File: src/fht_pkg.sv
// ----------------------------------------------------------------------------
// fht_pkg
// Shared types, constants and helpers for the fragment hole tracker.
// ----------------------------------------------------------------------------
package fht_pkg;

  localparam int HOLE_ENTRIES = 8192;
  localparam int IDX_W        = $clog2(HOLE_ENTRIES);
  localparam int STEP_W       = IDX_W + 1;

  localparam logic [15:0] NO_HOLE      = 16'hFFFF;
  localparam logic [15:0] MIN_FRAME    = 16'd34;
  localparam logic [16:0] ETH_HDR      = 17'd14;
  localparam logic [16:0] MIN_LAST     = 17'd7;

  typedef logic [IDX_W-1:0] slot_t;

  typedef struct packed {
    logic [15:0] first;
    logic [15:0] last;
    logic [15:0] next;
    logic [15:0] prev;
  } hole_t;

  typedef struct packed {
    logic        mode;
    logic [15:0] frame_size;
    logic [5:0]  ip_header_bytes;
    logic [15:0] ip_total_length;
    logic [15:0] fragment_offset_bytes;
    logic        more_fragments;
  } in_t;

  typedef struct packed {
    logic [2:0]  status;
    logic [15:0] copy_first;
    logic [15:0] copy_last;
    logic        complete;
    logic [15:0] datagram_last_byte;
  } out_t;

  typedef enum logic [2:0] {
    ST_NEW       = 3'd0,
    ST_NOCHG     = 3'd1,
    ST_MALFORMED = 3'd2,
    ST_OVERFLOW  = 3'd3,
    ST_SHORT     = 3'd4
  } status_e;

  typedef struct packed {
    status_e     status;
    logic        err;
    logic        trim;
    logic [15:0] dlast;
  } chk_t;

  // field write mask: [3] first, [2] last, [1] next, [0] prev
  localparam logic [3:0] MASK_NEXT = 4'b0010;
  localparam logic [3:0] MASK_PREV = 4'b0001;
  localparam logic [3:0] MASK_ALL  = 4'b1111;
  localparam logic [3:0] MASK_NONE = 4'b0000;

  typedef struct packed {
    logic       re;
    slot_t      raddr;
    logic [3:0] wmask;
    slot_t      waddr;
    hole_t      wdata;
  } ram_req_t;

  typedef enum logic [1:0] {
    OP_NONE,
    OP_NEXT,
    OP_PREV,
    OP_FULL
  } op_kind_e;

  typedef struct packed {
    op_kind_e    kind;
    logic [15:0] at;
    hole_t       rec;
  } wr_op_t;

  typedef enum logic [3:0] {
    S_INIT,
    S_IDLE,
    S_CHECK,
    S_TRIM_RD,
    S_TRIM_EV,
    S_WALK_RD,
    S_WALK_EV,
    S_WR,
    S_DONE
  } state_e;

  function automatic slot_t slot_of(input logic [15:0] off);
    slot_of = off[IDX_W+2:3];
  endfunction

  function automatic wr_op_t op_none();
    wr_op_t o;
    o.kind = OP_NONE;
    o.at   = NO_HOLE;
    o.rec  = '0;
    return o;
  endfunction

  function automatic wr_op_t op_next(input logic [15:0] at, input logic [15:0] v);
    wr_op_t o;
    o.kind     = OP_NEXT;
    o.at       = at;
    o.rec      = '0;
    o.rec.next = v;
    return o;
  endfunction

  function automatic wr_op_t op_prev(input logic [15:0] at, input logic [15:0] v);
    wr_op_t o;
    o.kind     = OP_PREV;
    o.at       = at;
    o.rec      = '0;
    o.rec.prev = v;
    return o;
  endfunction

  function automatic wr_op_t op_full(input logic [15:0] at, input hole_t h);
    wr_op_t o;
    o.kind = OP_FULL;
    o.at   = at;
    o.rec  = h;
    return o;
  endfunction

endpackage

File: src/fht_size_check.sv
// ----------------------------------------------------------------------------
// fht_size_check
// Size rules, fragment end computation and rounding for one descriptor.
// ----------------------------------------------------------------------------
module fht_size_check import fht_pkg::*; (
  input  in_t         item,
  input  logic [15:0] end_offset,
  output chk_t        chk
);

  logic        bad_size;
  logic [16:0] sum;
  logic [16:0] rnd;
  logic        trim;

  always_comb begin
    bad_size = (item.frame_size < MIN_FRAME) ||
               (item.ip_total_length <= {10'd0, item.ip_header_bytes}) ||
               (({1'b0, item.ip_total_length} + ETH_HDR) > {1'b0, item.frame_size});
    sum  = {1'b0, item.ip_total_length} - {11'd0, item.ip_header_bytes} - 17'd1
           + {1'b0, item.fragment_offset_bytes};
    trim = !item.more_fragments && (end_offset > sum[15:0]);
    // round end down so that end+1 is a multiple of 8
    rnd  = ((sum + 17'd1) & ~17'd7) - 17'd1;

    chk.err    = 1'b1;
    chk.trim   = trim;
    chk.dlast  = trim ? sum[15:0] : rnd[15:0];
    if (bad_size) begin
      chk.status = ST_MALFORMED;
    end else if (sum[16]) begin
      chk.status = ST_OVERFLOW;
    end else if (!trim && (sum < MIN_LAST)) begin
      chk.status = ST_SHORT;
    end else begin
      chk.status = ST_NOCHG;
      chk.err    = 1'b0;
    end
  end

endmodule

File: src/fht_walker.sv
// ----------------------------------------------------------------------------
// fht_walker
// Sequencer: trims and walks the hole list, queues link updates, builds result.
// ----------------------------------------------------------------------------
module fht_walker import fht_pkg::*; (
  input  logic     clk,
  input  logic     rst,
  input  logic     in_valid,
  output logic     in_ready,
  input  in_t      in_data,
  output logic     res_valid,
  input  logic     res_take,
  output out_t     res,
  output ram_req_t ram,
  input  hole_t    r
);

  state_e      state, state_next;
  state_e      ret, ret_next;
  logic [1:0]  wi, wi_next;
  wr_op_t      wq [3];
  wr_op_t      wq_next [3];
  logic [15:0] iter, iter_next;
  logic [STEP_W-1:0] steps, steps_next;
  logic [15:0] head, head_next;
  logic [15:0] tail, tail_next;
  logic [15:0] end_off, end_off_next;
  logic [15:0] dlast, dlast_next;
  status_e     status, status_next;
  logic        mod, mod_next;
  in_t         item, item_next;
  chk_t        chk;
  wr_op_t      op;
  logic        walk_end;
  logic [15:0] dfirst;
  logic [15:0] nstart;
  hole_t       h0;
  hole_t       h1;

  fht_size_check u_chk (
    .item       (item),
    .end_offset (end_off),
    .chk        (chk)
  );

  assign dfirst   = item.fragment_offset_bytes;
  assign nstart   = dlast + 16'd1;
  assign walk_end = (iter == NO_HOLE) || (steps == STEP_W'(HOLE_ENTRIES));
  assign op       = wq[wi];

  always_comb begin
    state_next   = state;
    ret_next     = ret;
    wi_next      = wi;
    wq_next      = wq;
    iter_next    = iter;
    steps_next   = steps;
    head_next    = head;
    tail_next    = tail;
    end_off_next = end_off;
    dlast_next   = dlast;
    status_next  = status;
    mod_next     = mod;
    item_next    = item;
    in_ready     = 1'b0;
    res_valid    = 1'b0;
    ram          = '0;
    h0           = r;
    h1           = r;

    res.status             = mod ? ST_NEW : status;
    res.copy_first         = mod ? dfirst : 16'd0;
    res.copy_last          = mod ? dlast : 16'd0;
    res.complete           = (head == NO_HOLE);
    res.datagram_last_byte = end_off;

    case (state)
      S_INIT: begin
        ram.wmask = MASK_ALL;
        ram.waddr = '0;
        ram.wdata = '{first: 16'd0, last: 16'hFFFF, next: NO_HOLE, prev: NO_HOLE};
        state_next = S_IDLE;
      end
      S_IDLE: begin
        in_ready = 1'b1;
        if (in_valid) begin
          item_next  = in_data;
          state_next = S_CHECK;
        end
      end
      S_CHECK: begin
        mod_next   = 1'b0;
        steps_next = '0;
        iter_next  = head;
        dlast_next = chk.dlast;
        if (item.mode) begin
          h0 = '{first: 16'd0, last: 16'hFFFF, next: NO_HOLE, prev: NO_HOLE};
          wq_next[0]   = op_full(16'd0, h0);
          wq_next[1]   = op_none();
          wq_next[2]   = op_none();
          head_next    = 16'd0;
          tail_next    = 16'd0;
          end_off_next = 16'hFFFF;
          status_next  = ST_NOCHG;
          wi_next      = '0;
          ret_next     = S_DONE;
          state_next   = S_WR;
        end else if (chk.err) begin
          status_next = chk.status;
          state_next  = S_DONE;
        end else begin
          status_next = ST_NOCHG;
          if (chk.trim) begin
            end_off_next = chk.dlast;
            state_next   = S_TRIM_RD;
          end else begin
            state_next = S_WALK_RD;
          end
        end
      end
      S_TRIM_RD: begin
        if (walk_end) begin
          iter_next  = head;
          steps_next = '0;
          state_next = S_WALK_RD;
        end else begin
          ram.re     = 1'b1;
          ram.raddr  = slot_of(iter);
          state_next = S_TRIM_EV;
        end
      end
      S_TRIM_EV: begin
        steps_next = steps + STEP_W'(1);
        iter_next  = r.next;
        wi_next    = '0;
        ret_next   = S_TRIM_RD;
        wq_next[0] = op_none();
        wq_next[1] = op_none();
        wq_next[2] = op_none();
        if (r.first > end_off) begin
          wq_next[0] = op_next(r.prev, r.next);
          wq_next[1] = op_prev(r.next, r.prev);
          state_next = S_WR;
        end else if (r.last > end_off) begin
          h0.last    = end_off;
          wq_next[0] = op_full(iter, h0);
          state_next = S_WR;
        end else begin
          state_next = S_TRIM_RD;
        end
      end
      S_WALK_RD: begin
        if (walk_end) begin
          state_next = S_DONE;
        end else begin
          ram.re     = 1'b1;
          ram.raddr  = slot_of(iter);
          state_next = S_WALK_EV;
        end
      end
      S_WALK_EV: begin
        steps_next = steps + STEP_W'(1);
        wi_next    = '0;
        wq_next[0] = op_none();
        wq_next[1] = op_none();
        wq_next[2] = op_none();
        ret_next   = S_DONE;
        state_next = S_DONE;
        if (dlast == r.last) begin
          // fragment ends where the hole ends
          mod_next   = 1'b1;
          state_next = S_WR;
          if (dfirst <= r.first) begin
            wq_next[0] = op_next(r.prev, r.next);
            wq_next[1] = op_prev(r.next, r.prev);
          end else begin
            h0.last    = dfirst - 16'd1;
            wq_next[0] = op_full(iter, h0);
          end
        end else if (dlast < r.last) begin
          if (dfirst <= r.first) begin
            // hole moves its start past the fragment
            if (({1'b0, dlast} + 17'd1) > {1'b0, r.first}) begin
              h0.first   = nstart;
              wq_next[0] = op_next(r.prev, nstart);
              wq_next[1] = op_prev(r.next, nstart);
              wq_next[2] = op_full(nstart, h0);
              mod_next   = 1'b1;
              state_next = S_WR;
            end
          end else begin
            // split into a front and a back hole
            h0.last    = dfirst - 16'd1;
            h0.next    = nstart;
            h1.first   = nstart;
            h1.prev    = iter;
            wq_next[0] = op_prev(r.next, nstart);
            wq_next[1] = op_full(iter, h0);
            wq_next[2] = op_full(nstart, h1);
            mod_next   = 1'b1;
            state_next = S_WR;
          end
        end else begin
          iter_next  = r.next;
          ret_next   = S_WALK_RD;
          state_next = S_WALK_RD;
          if (dfirst <= r.first) begin
            wq_next[0] = op_next(r.prev, r.next);
            wq_next[1] = op_prev(r.next, r.prev);
            mod_next   = 1'b1;
            state_next = S_WR;
          end else if (r.last >= dfirst) begin
            h0.last    = dfirst - 16'd1;
            wq_next[0] = op_full(iter, h0);
            mod_next   = 1'b1;
            state_next = S_WR;
          end
        end
      end
      S_WR: begin
        case (op.kind)
          OP_NEXT: begin
            if (op.at == NO_HOLE) begin
              head_next = op.rec.next;
            end else begin
              ram.wmask = MASK_NEXT;
            end
          end
          OP_PREV: begin
            if (op.at == NO_HOLE) begin
              tail_next = op.rec.prev;
            end else begin
              ram.wmask = MASK_PREV;
            end
          end
          OP_FULL: ram.wmask = MASK_ALL;
          default: ram.wmask = MASK_NONE;
        endcase
        ram.waddr = slot_of(op.at);
        ram.wdata = op.rec;
        if (wi == 2'd2) begin
          wi_next    = '0;
          state_next = ret;
        end else begin
          wi_next = wi + 2'd1;
        end
      end
      S_DONE: begin
        res_valid = 1'b1;
        if (res_take) state_next = S_IDLE;
      end
      default: state_next = S_IDLE;
    endcase
  end

  always_ff @(posedge clk) begin
    if (rst) begin
      state   <= S_INIT;
      wi      <= '0;
      head    <= 16'd0;
      tail    <= 16'd0;
      end_off <= 16'hFFFF;
      mod     <= 1'b0;
    end else begin
      state   <= state_next;
      wi      <= wi_next;
      head    <= head_next;
      tail    <= tail_next;
      end_off <= end_off_next;
      mod     <= mod_next;
    end
  end

  always_ff @(posedge clk) begin
    ret    <= ret_next;
    wq     <= wq_next;
    iter   <= iter_next;
    steps  <= steps_next;
    dlast  <= dlast_next;
    status <= status_next;
    item   <= item_next;
  end

endmodule

File: config.mk
export PLATFORM = sky130hd
export DESIGN_NAME = fht_walker
export DESIGN_NICKNAME = d
export VERILOG_FILES = /design/src/fht_pkg.sv /design/src/fht_size_check.sv /design/src/fht_walker.sv
export SDC_FILE = /design/constraint.sdc
export NUM_CORES = 1
export LEC_CHECK = 0
export CORE_ASPECT_RATIO = 1.5
export CORE_MARGIN = 2
export CORE_UTILIZATION = 30
export CTS_CLUSTER_SIZE = 30
export DETAILED_ROUTE_END_ITERATION = 7
export DONT_BUFFER_PORTS = 1
export GPL_TIMING_DRIVEN = 0
export PLACE_DENSITY = 0.53
export SLEW_MARGIN = 20
export SYNTH_ARGS = -nofsm -noshare
export SYNTH_HDL_FRONTEND = slang
export SYNTH_SLANG_ARGS = --single-unit
export TNS_END_PERCENT = 10
File: constraint.sdc
create_clock -name clk -period 16 [get_ports clk]
set_input_delay 4.8 -clock clk [delete_from_list [all_inputs] [get_ports clk]]
set_output_delay 4.8 -clock clk [all_outputs]
set_load 0.02 [all_outputs]
==> results.cfg <==
[setup_path]
crit_chain = clkbuf_1 -> buf_2 -> buf_2 -> buf_1 -> buf_1 -> mux2i_1 -> nor2_1 -> a21oi_1 -> o21ai_0
r2r_end = wq[163]
start_kind = register
cpPeakStageDelay_ps = 900
setup.worst_path.end_class = output port
worstRegToRegCells = 18
r2r_slack_ps = 9070
critPathSlowestCell = buf_1
critPathMaxFanout = 10
arrival_ps = 5070
crit_type = reg -> out
r2r-start = dlast[0]
cp_data_required_time_ps = 11200

[timing]
fin_ws_ps = 6127
period_share_pct = 61.71
rsz0062_at_grt = no
slew_viol_final = 0
fin_skew_ps = 43.40
hold_viol_final = 0
fmax_mhz = 101.3
tns_ps = 0
setup_violations = 0
max_slew_margin_pct = 13.18
max_slew.worst_pin.slew_ps = 1293
min_period_ps = 9873

[yosys]
synth_area_um2 = 23770
synthDistinctLibCells = 81
synth_commonest_cells = nor2_1, edfxtp_1, nand2_1
yosysSeqAreaShare_pct = 48.00
avgSynthCellArea_um2 = 9.848
synthFlopType = edfxtp_1
ys_async_sr_fraction_pct = 0
ys_ff_latch = 393
synth_most_common_cell = nor2_1
synth_cells = 2414
yosysTopAreaCellShare_pct = 44.71
yosysWarnings = 0
netlist_top_cells_area = edfxtp_1, ha_1, nor2_1
synth_nets = 2704
yosysTopAreaCell = edfxtp_1
synth-edff-count = 354

[clock_tree]
cts_hold_buf = 0
clock_sinks = 393
numCtsBuffers = 43
ctsResizeCount = 0
path_clk_slew_ps = 60
h-tree-depth = 2
post-cts-setup-buffer-count = 0
cts_max_path_buffers = 3
cts-root-buf = clkbuf_16
worstSkewPairLatency_ps = 620
cts_tree = yes

[finish]
area_growth_pct = 12.92
drive_above_1_share_pct = 4.996
seq_area_um2 = 11410
multiInputGateArea_um2 = 11330
fin_nets = 2758
nFillCells = 7951

[worst_hold_path]
whs_endpoint = head[13]
holdCritStartpoint = head[13]
hold_depth = 2
min_path_type = reg -> reg

[die]
core-area_um2 = 78670
fp.dieArea_um2 = 81560
ioPinCount = 273
rows = 126
dieWidth_um = 233.9
start_util_pct = 30.22
fp.dieH_um = 348.8

[power]
leakage_nw = 9.985
p_clk_share_pct = 39.5
p_int_mw = 1.955
powerDensity_nw_per_um2 = 103.2
p_comb_share_pct = 17.6
pwr-share-seq_pct = 42.9
power_switching_mw = 0.8151
peakVddDrop_uv = 80.55
fin_total_pwr_mw = 2.771
p_sw_share_pct = 29.42

[global_routing]
grt_use_met2_pct = 43.07
grt_max_degree = 59
grt_pass1_wl_um = 141500
met3_usage_pct = 6.927
use_met1_pct = 25.68
grt.busiest_layer = met2
grt_util_all_layers_pct = 24.53
grt_pass1_vias = 19560
grt-ovfl-total = 0
antenna_found_initial = 7

[placed_design]
gp_congestion = 0.9737
portBuffers = 0
dp_hpwl_um = 80810
place_worst_setup_slack_ps = 6557

[drt]
ant_nets = 0
drtIter0Drc = 1775
wl_per_cell_um = 29.00
wl_um = 102300
vias = 19560
via_per_inst = 5.544
drc = 0
firstDrtPassIters = 8

[run_status]
status = complete, no violations

[job]
maxCapViolCount = 0
-- routing by layer --
| metal | vias up | part of all wire [%] |
|---|---|---|
| met5 | - | 0.060 |
| met4 | 10 | 7.1 |
| met3 | 270 | 8.5 |
| met2 | 957 | 50 |
| met1 | 9553 | 35 |
| li1 | 8768 | - |
-- power groups by stage --
stage / clock network (mW) / logic (mW) / registers [mW]
final: 1.09 / 0.487 / 1.19
after global routing: 1.14 / 0.536 / 1.19
after CTS: 1.11 / 0.486 / 1.19
after detailed placement: 0 / 0.483 / 1.21
after global placement: 0 / 0.468 / 1.22
after floorplan: 0 / 0.344 / 1.20
-- sequential cells by signal (all words and copies together) (netlist names) --
name and count:
wq 245, item 40, head 16, end_off 16, dfirst 16, iter 16, status 3, dlast 16
mod 1, ret 4, wi 2, state 4, steps 14
-- layout by cell type, fill, tap and decap left out, types with 8 or more instances in the layout --
| cell | synthesis | layout |
|---|---|---|
| o21ai_0 | 119 | 119 |
| xor2_1 | 17 | 16 |
| a21oi_1 | 173 | 173 |
| buf_1 | 21 | 21 |
| nor3_1 | 34 | 32 |
| o211ai_1 | 14 | 14 |
| o221ai_1 | 12 | 12 |
| a211o_1 | 27 | 27 |
| nand2b_1 | 12 | 12 |
| clkinv_2 | 0 | 8 |
| or3_1 | 31 | 31 |
| nor2_1 | 360 | 360 |
| nor2b_1 | 23 | 23 |
| nor4_1 | 19 | 19 |
| nand2_1 | 185 | 184 |
| dfxtp_1 | 39 | 39 |
| bufinv_16 | 0 | 8 |
| mux2i_1 | 113 | 113 |
| clkbuf_1 | 91 | 99 |
| edfxtp_1 | 354 | 354 |
| a21o_1 | 52 | 52 |
| and2_1 | 68 | 68 |
| o21a_1 | 20 | 20 |
| nand4_1 | 45 | 45 |
| nand3_1 | 31 | 31 |
| ha_1 | 159 | 159 |
| o22ai_1 | 14 | 14 |
| clkbuf_16 | 0 | 43 |
| xnor2_1 | 64 | 57 |
| inv_1 | 176 | 176 |
-- cell families (layout without fill, tap and decap cells) --
| kind of cell | after synthesis | count (layout) | synth area share (%) |
|---|---|---|---|
| AOI/OAI and AO/OA | 513 | 513 | 13.77 |
| and+or+nand+nor | 842 | 842 | 16.29 |
| xor gates and xnor gates | 84 | 84 | 3.216 |
| muxes | 116 | 116 | 4.900 |
| DFF | 393 | 393 | 48.00 |
| other | 0 | 2 | 0 |
| buffers and inverters | 297 | 385 | 4.742 |
| adders and majority gates | 169 | 169 | 9.084 |
-- stage by stage --
| stage | cell area, µm² | cells | utilization, % | hold WS (ps) |
|---|---|---|---|---|
| 6_report | 26840 | 3528 | 34.12 | 478.9 |
| 5_1_grt | 26840 | 3526 | 34.12 | 503.8 |
| 4_1_cts | 26830 | 3526 | 34.11 | 478.9 |
| 3_5_place_dp | 25310 | 3447 | 32.18 | 469.5 |
| 3_3_place_gp | 25060 | 3438 | 31.85 | 467.9 |
| 2_1_floorplan | 23770 | 2414 | - | 449.4 |
-- worst max path at each step --
stage                  start      end  slack [ps]  cells after the start
floorplan              r[35]  iter[0]        7950                     11
global placement    state[3]    wi[1]        4830                      9
detailed placement     r[58]  wq[239]        6560                     13
CTS                    wi[1]   ram[4]        6220                      9
global route           wi[1]   ram[4]        6070                      9
finish                 wi[1]   ram[4]        6130                      9
-- worst max-delay path, delay by kind of cell, from the launching register on --
| kind | cells | cell delay [ps] |
|---|---|---|
| AOI/OAI and AO/OA | 2 | 760 |
| buffers and inverters | 5 | 2820 |
| DFF | 1 | 320 |
| muxes | 1 | 360 |
| and+or+nand+nor | 1 | 180 |
-- area by class of cell --
type	instances	area share [%]
Timing Repair Buffer	9	0.6385
Multi-Input combinational cell	1724	42.20
Buffer	120	1.725
Clock inverter	26	1.436
Clock buffer	53	4.223
Sequential cell	393	42.51
Inverter	177	2.475
Antenna cell	2	0.01864
Tap cell	1024	4.773
No activity file was read; power rests on OpenSTA's default activity.
